<file path="config.mk">
export PLATFORM = sky130hd
export DESIGN_NAME = mdk_alu
export DESIGN_NICKNAME = d
export VERILOG_FILES = /design/src/rtl/core/mdk_pkg.sv /design/src/rtl/core/mdk_alu.sv
export SDC_FILE = /design/constraint.sdc
export NUM_CORES = 1
export LEC_CHECK = 0
export ABC_AREA = 1
export ABC_CLOCK_PERIOD_IN_PS = 6200
export BUFFER_PORTS_ARGS = -buffer_cell sky130_fd_sc_hd__buf_2
export CAP_MARGIN = 20
export CELL_PAD_IN_SITES_DETAIL_PLACEMENT = 0
export CELL_PAD_IN_SITES_GLOBAL_PLACEMENT = 2
export CORE_MARGIN = 2
export CORE_UTILIZATION = 29
export CTS_BUF_LIST = sky130_fd_sc_hd__clkbuf_8
export DETAILED_ROUTE_END_ITERATION = 10
export PLACE_DENSITY = 0.84
export REMOVE_ABC_BUFFERS = 1
export SLEW_MARGIN = 10
export SYNTH_ARGS = -nofsm -noshare
export SYNTH_HDL_FRONTEND = slang
export SYNTH_SLANG_ARGS = --single-unit
</file>
<file path="constraint.sdc">
create_clock -name clk -period 6.2 [get_ports clk]
set_input_delay 0.31 -clock clk [delete_from_list [all_inputs] [get_ports clk]]
set_output_delay 0.31 -clock clk [all_outputs]
set_load 0.05 [all_outputs]
</file>
<file path="src/rtl/core/mdk_pkg.sv">
`timescale 1ns / 1ps
package mdk_pkg;

  localparam int AluW      = 64;
  localparam int AluCntW   = 7;
  localparam int MulSteps  = 20;
  localparam int DivSteps  = 64;
  localparam int SqrtSteps = 32;

  typedef enum logic [1:0] {
    ALU_MUL  = 2'd0,
    ALU_DIV  = 2'd1,
    ALU_SQRT = 2'd2
  } alu_op_t;

  typedef struct packed {
    logic            start;
    alu_op_t         op;
    logic [AluW-1:0] a;
    logic [AluW-1:0] b;
  } alu_cmd_t;

  typedef struct packed {
    logic            done;
    logic [AluW-1:0] res;
    logic [AluW-1:0] rem;
  } alu_stat_t;

endpackage

</file>
<file path="src/rtl/core/mdk_alu.sv">
`timescale 1ns / 1ps
module mdk_alu (
  input  logic              clk,
  input  logic              rst_n,
  input  mdk_pkg::alu_cmd_t cmd,
  output mdk_pkg::alu_stat_t stat
);
  import mdk_pkg::*;

  logic [AluW:0]    y_r;
  logic [AluW-1:0]  x_r;
  logic [AluW-1:0]  z_r;
  alu_op_t          op_r;
  logic [AluCntW-1:0] cnt_r;
  logic             busy_r;
  logic             done_r;
  logic [AluW:0]    t;
  logic [AluW:0]    trial;
  logic [AluW:0]    dif;

  always_comb begin
    unique case (op_r)
      ALU_DIV: begin
        t     = {y_r[AluW-1:0], x_r[AluW-1]};
        trial = {1'b0, z_r};
      end
      ALU_SQRT: begin
        t     = {y_r[AluW-2:0], x_r[AluW-1:AluW-2]};
        trial = {z_r[AluW-2:0], 2'b01};
      end
      default: begin
        t     = y_r + {1'b0, x_r};
        trial = '0;
      end
    endcase
    dif = t - trial;
  end

  always_ff @(posedge clk) begin
    if (!rst_n) begin
      busy_r <= 1'b0;
      done_r <= 1'b0;
      cnt_r  <= '0;
      op_r   <= ALU_MUL;
    end else begin
      done_r <= 1'b0;
      if (cmd.start) begin
        op_r   <= cmd.op;
        busy_r <= 1'b1;
        unique case (cmd.op)
          ALU_DIV:  cnt_r <= AluCntW'(DivSteps);
          ALU_SQRT: cnt_r <= AluCntW'(SqrtSteps);
          default:  cnt_r <= AluCntW'(MulSteps);
        endcase
      end else if (busy_r) begin
        cnt_r <= cnt_r - 1'b1;
        if (cnt_r == AluCntW'(1)) begin
          busy_r <= 1'b0;
          done_r <= 1'b1;
        end
      end
    end
  end

  always_ff @(posedge clk) begin
    if (cmd.start) begin
      x_r <= cmd.a;
      z_r <= cmd.b;
      y_r <= '0;
    end else if (busy_r) begin
      unique case (op_r)
        ALU_DIV: begin
          if (t >= trial) begin
            y_r <= dif;
            x_r <= {x_r[AluW-2:0], 1'b1};
          end else begin
            y_r <= t;
            x_r <= {x_r[AluW-2:0], 1'b0};
          end
        end
        ALU_SQRT: begin
          if (t >= trial) begin
            y_r <= dif;
            z_r <= {z_r[AluW-2:0], 1'b1};
          end else begin
            y_r <= t;
            z_r <= {z_r[AluW-2:0], 1'b0};
          end
          x_r <= {x_r[AluW-3:0], 2'b00};
        end
        default: begin
          if (z_r[0]) y_r <= t;
          x_r <= {x_r[AluW-2:0], 1'b0};
          z_r <= {1'b0, z_r[AluW-1:1]};
        end
      endcase
    end
  end

  always_comb begin
    stat.done = done_r;
    stat.rem  = y_r[AluW-1:0];
    unique case (op_r)
      ALU_DIV:  stat.res = x_r;
      ALU_SQRT: stat.res = z_r;
      default:  stat.res = y_r[AluW-1:0];
    endcase
  end

endmodule

</file>
# Word level (Yosys, flattened, before mapping)
# Cells that the tools add are included.
# op_classes
addsub,3
n_mul,0
n_div,0
magnitude_cmp,1
eq_ne,6
shifts,0
mux,21
n_bitwise,2
n_reduce_logical,6
# op_table
op,n
64-bit one-hot mux with 2 select lines,3
65-bit one-hot mux with 2 select lines,2
64-bit 2-to-1 mux,4
65-bit 2-to-1 mux,3
65-bit by 64-bit adder with 65-bit output,1
65-bit greater-or-equal comparator,1
65-bit subtractor,1
7-bit 2-to-1 mux,2
7-bit one-hot mux with 2 select lines,1
"7-bit by 1-bit == test with 1-bit output, second input constant",1
"7-bit by 1-bit subtractor with 7-bit output, second input constant",1
1-bit 2-to-1 mux,6
"2-bit by 1-bit == test with 1-bit output, second input constant",2
"2-bit == test, second input constant",2
2-bit AND reduction,2
2-bit nonzero test,2
3-bit OR reduction,1
"2-bit inequality test, second input constant",1
1-bit NOT,2
2-bit OR reduction,1
# word_totals
ff_bits,204
latch_bits,0
ram_bits,0
romBits,0
in_bits,133
out_inout_bits,129
word_cells,46
n_memories,0

# Longest topological paths before layout
# depth
depth_word,7
ltp_mapped,36
mapped_depth_nobuf,35

# Worst setup path before layout
# OpenSTA, ideal clock, no wires.
# synth_timing
path_kind,reg-to-reg
from,reg op_r[1]
to,reg z_r[0] (enable)
setup_ns,0.574
t_arrival_ns,5.389
required_time_ns,5.626
path_slack_ns,0.236
stages_incl_launch_ff,6
n_path_buf,2
period_less_slack_ns,5.964
path_cell_list,dfxtp_1 > inv_1 > ha_1 > clkbuf_1 > clkbuf_1 > o21ai_0
# synth_between
elab_chain_len,3
# synth_rtl
item,line,rtl
"start, declared",mdk_alu.sv:13,alu_op_t op_r;
"start signal, assigned",mdk_alu.sv:48,op_r <= cmd.op;
2-bit by 1-bit == test with 1-bit output,mdk_alu.sv:71,unique case (op_r)
2-bit inequality test (no line),-,
2-bit AND reduction (no line),-,
"end signal, assigned",mdk_alu.sv:68,z_r <= cmd.b;
"end signal, assigned",mdk_alu.sv:84,"z_r <= {z_r[AluW-2:0], 1'b1};"
"end signal, assigned",mdk_alu.sv:87,"z_r <= {z_r[AluW-2:0], 1'b0};"
"end, declared",mdk_alu.sv:12,logic [AluW-1:0] z_r;
# No other way between the ends.
# A chain may end at the register's enable or synchronous reset.

# Final worst setup path
# layout_timing
from,reg y_r[0]
to,reg y_r[20]
# layout_between
elab_chain_len,5
# layout_rtl
item,line,rtl
"start, declared",mdk_alu.sv:10,logic [AluW:0] y_r;
"start signal, assigned",mdk_alu.sv:74,y_r <= dif;
"start signal, assigned",mdk_alu.sv:77,y_r <= t;
"start signal, assigned",mdk_alu.sv:83,y_r <= dif;
65-bit by 64-bit adder with 65-bit output,mdk_alu.sv:32,"t = y_r + {1'b0, x_r};"
65-bit one-hot mux with 2 select lines *,mdk_alu.sv:22,unique case (op_r)
65-bit subtractor / 65-bit greater-or-equal comparator (equally long branches),"mdk_alu.sv:36, mdk_alu.sv:73, mdk_alu.sv:82",
65-bit 2-to-1 mux,"mdk_alu.sv:73, mdk_alu.sv:82",
65-bit 2-to-1 mux *,-,
# Every way passes the cells marked *; elsewhere a longest branch is shown, timed or not. The select of a mux whose other input is x is not followed.

==> metrics.yaml <==
grt:
  grt_pass1_wl_um: 182000
  grt_use_total: 0.281
  antenna_found_initial: 4
  grt_max_degree: 111
  grt_pass1_vias: 27556
  gr-total-overflow: 0
layout:
  area_growth_syn_to_layout_pct: 16.6
  drive_gt1_frac: 0.0940
  num-nets-final: 4800
floorplan:
  start_util: 0.291
  fp.dieH_um: 296
  io_pins: 262
  num_rows: 107
  die_w_um: 296
  core_area_um2: 84900
  die_area_um2: 87600
route:
  routed_wl_um: 127000
  drtAntennaViolNets: 0
  wl_per_cell_um: 22.2
  remaining_drc_errors: 0
  first_pass_iters: 6
  via_per_inst: 5.18
  drt-initial-drc-count: 3525
  num_vias: 29606
power_and_ir_drop:
  p_int_w: 0.00415
  power_frac_clock: 0.167
  p_per_area_nw_per_um2: 326
  power.leakage_nw: 15.3
  p_switching_w: 0.00526
  ir_drop_mv: 0.127
  combPwrFrac: 0.628
  totalPowerFinal_w: 0.00941
  power_frac_seq: 0.204
  switching_share: 0.559
sta:
  tightest_slew_ns: 1.05
  drv_slew: 0
  max_freq_ghz: 0.175
  clock-skew-final_ns: 0.0452
  setup_viol: 0
  min_period_ns: 5.72
  grt_setup_unrepaired: "false"
  max_slew_margin: 0.298
  setup-tns-final_ns: 0
  hold_violations: 0
  period_share: 0.923
flow_run:
  max-cap-violations: 0
synthesis:
  synth_cell_types: 45
  syn_area_um2: 24700
  synth_top_area_cell: "nand2_1"
  synth-seq-area-share: 0.217
  synth_area_leaders: "nand2_1 (23%), edfxtp_1 (16%), inv_1 (11%)"
  synthArstFlopShare: 0
  synth_edf_count: 128
  synth-seq-cells: 204
  synth_ff_type: "edfxtp_1"
  synth_top_area_share: 0.232
  syn_inst: 4271
  syn_avg_cell_area_um2: 5.79
  ys_warn_count: 0
worst_setup_path:
  path_max_fanout: 36
  arrival_ns: 6.22
  critPathSlowestCell: "ha_1"
  crit_path_start_kind: "flop"
  cp.required_ns: 6.70
  critical_path_class: "flop to flop"
  cp-end-kind: "flop"
  cp_slowest_stage_delay_ns: 0.55
  crit_top_cell: "nand2_1"
clocking:
  cts_tree: "done"
  cts_sinks: 204
  cts_buffer_depth: 3
  cts_max_level: 2
  clock_latency_ns: 0.67
  cts_made_buffers: 44
  cts_root_buf: "clkbuf_8"
  clk_pin_slew_ns: 0.06
hold_path:
  hp-class: "input pin to flop"
place:
  port-buffer-count: 261
  hpwl_um: 103000
  gp_congestion: 0.983
run_status:
  status: "complete, no violations"
worst paths after layout:
kind | slack (ns) | cells past startpoint | endpoint | from
setup / recovery | 0.48 | 28 | y_r[20] | y_r[0]
hold / removal | 0.04 | 3 | z_r[55] | cmd[55]
setup reg to reg | 0.48 | 28 | y_r[20] | y_r[0]
hold reg to reg | 0.47 | 2 | cnt_r[1] | cnt_r[1]
synthesized netlist by cell type, drive strengths merged, types with 76 or more instances:
cell and count:
ha 135, a221o 91, a21oi 282, nand2 1531, inv 716, nor2 397, edfxtp 128, o21ai 142
buf 110, nand3 213, clkbuf 101, dfxtp 76
what timing repair did:
item                                   CTS  global route
setup buffers                            0             0
hold buffers                            95             0
gates resized for setup                  0             0
endpoints found under the hold margin   94             0
worst max-delay path, delay by kind of cell (launching register included):
kind	cells	cell delay (ns)
compound gates	2	0.27
fa+ha+maj	3	1.35
buf+inv	3	0.69
simple gates	20	2.76
flops	1	0.52
power groups by stage:
stage,clock (W),combinational (W),sequential [W]
finish,0.00157,0.00591,0.00192
global route,0.00165,0.00643,0.00192
floorplan,0,0.00357,0.00200
CTS,0.00160,0.00577,0.00190
detailed placement,0,0.00570,0.00193
global placement,0,0.00575,0.00193
registers in the layout (all words and copies together) (netlist names):
name and flops:
done_r 1, busy_r 1, op_r 2, cnt_r 7, y_r 65, x_r 64, z_r 64
final cells by class:
cell class	count	area [um^2]
Antenna cell	1	2.50
Clock buffer	53	729
Clock inverter	29	156
Fill cell	9762	56000
Inverter	718	2700
Multi-Input combinational cell	3138	15600
Sequential cell	204	5370
Tap cell	1144	1430
Timing Repair Buffer	424	2820
through the flow:
step	hold slack (ns)	worst slack (ns)	instances	cell area, um^2	utilization
2_1_floorplan	0.379	-6.31	4060	23600	-
3_3_place_gp	0.456	0.606	5533	27000	0.318
3_5_place_dp	0.460	0.575	5533	27000	0.318
4_1_cts	0.00170	0.560	5710	28800	0.340
5_1_grt	0.0331	0.163	5711	28800	0.340
6_report	0.0406	0.478	5711	28800	0.340
cell usage in the layout, fill, tap and decap left out, types with 18 or more instances in the layout:
master         instances
nand2_1             1528
edfxtp_1             128
nand3_1              212
a22oi_1               75
buf_4                 64
o21bai_1              19
nor2_1               386
nor3_1                20
o211ai_1              18
clkbuf_8              53
ha_1                 133
a221o_1               91
inv_1                718
buf_2                260
xnor2_1               35
nand4_1               39
a21oi_1              281
dlygate4sd3_1         95
dfxtp_1               76
o21ai_0              137
a31oi_1               71
layer usage:
metal	part of all wire	global-route usage	vias up
met5	0.00029	0	-
met4	0.031	0.0814	6
met3	0.089	0.0432	179
met2	0.43	0.434	1305
met1	0.45	0.404	13905
li1	-	-	14211
logic make-up after synthesis:
family | share of synthesized area
flops | 0.217
fa+ha+maj | 0.0699
xor+xnor | 0.0181
simple gates | 0.361
compound gates | 0.180
buf+inv | 0.153
Note: power is estimated with default switching activity, not from simulation.
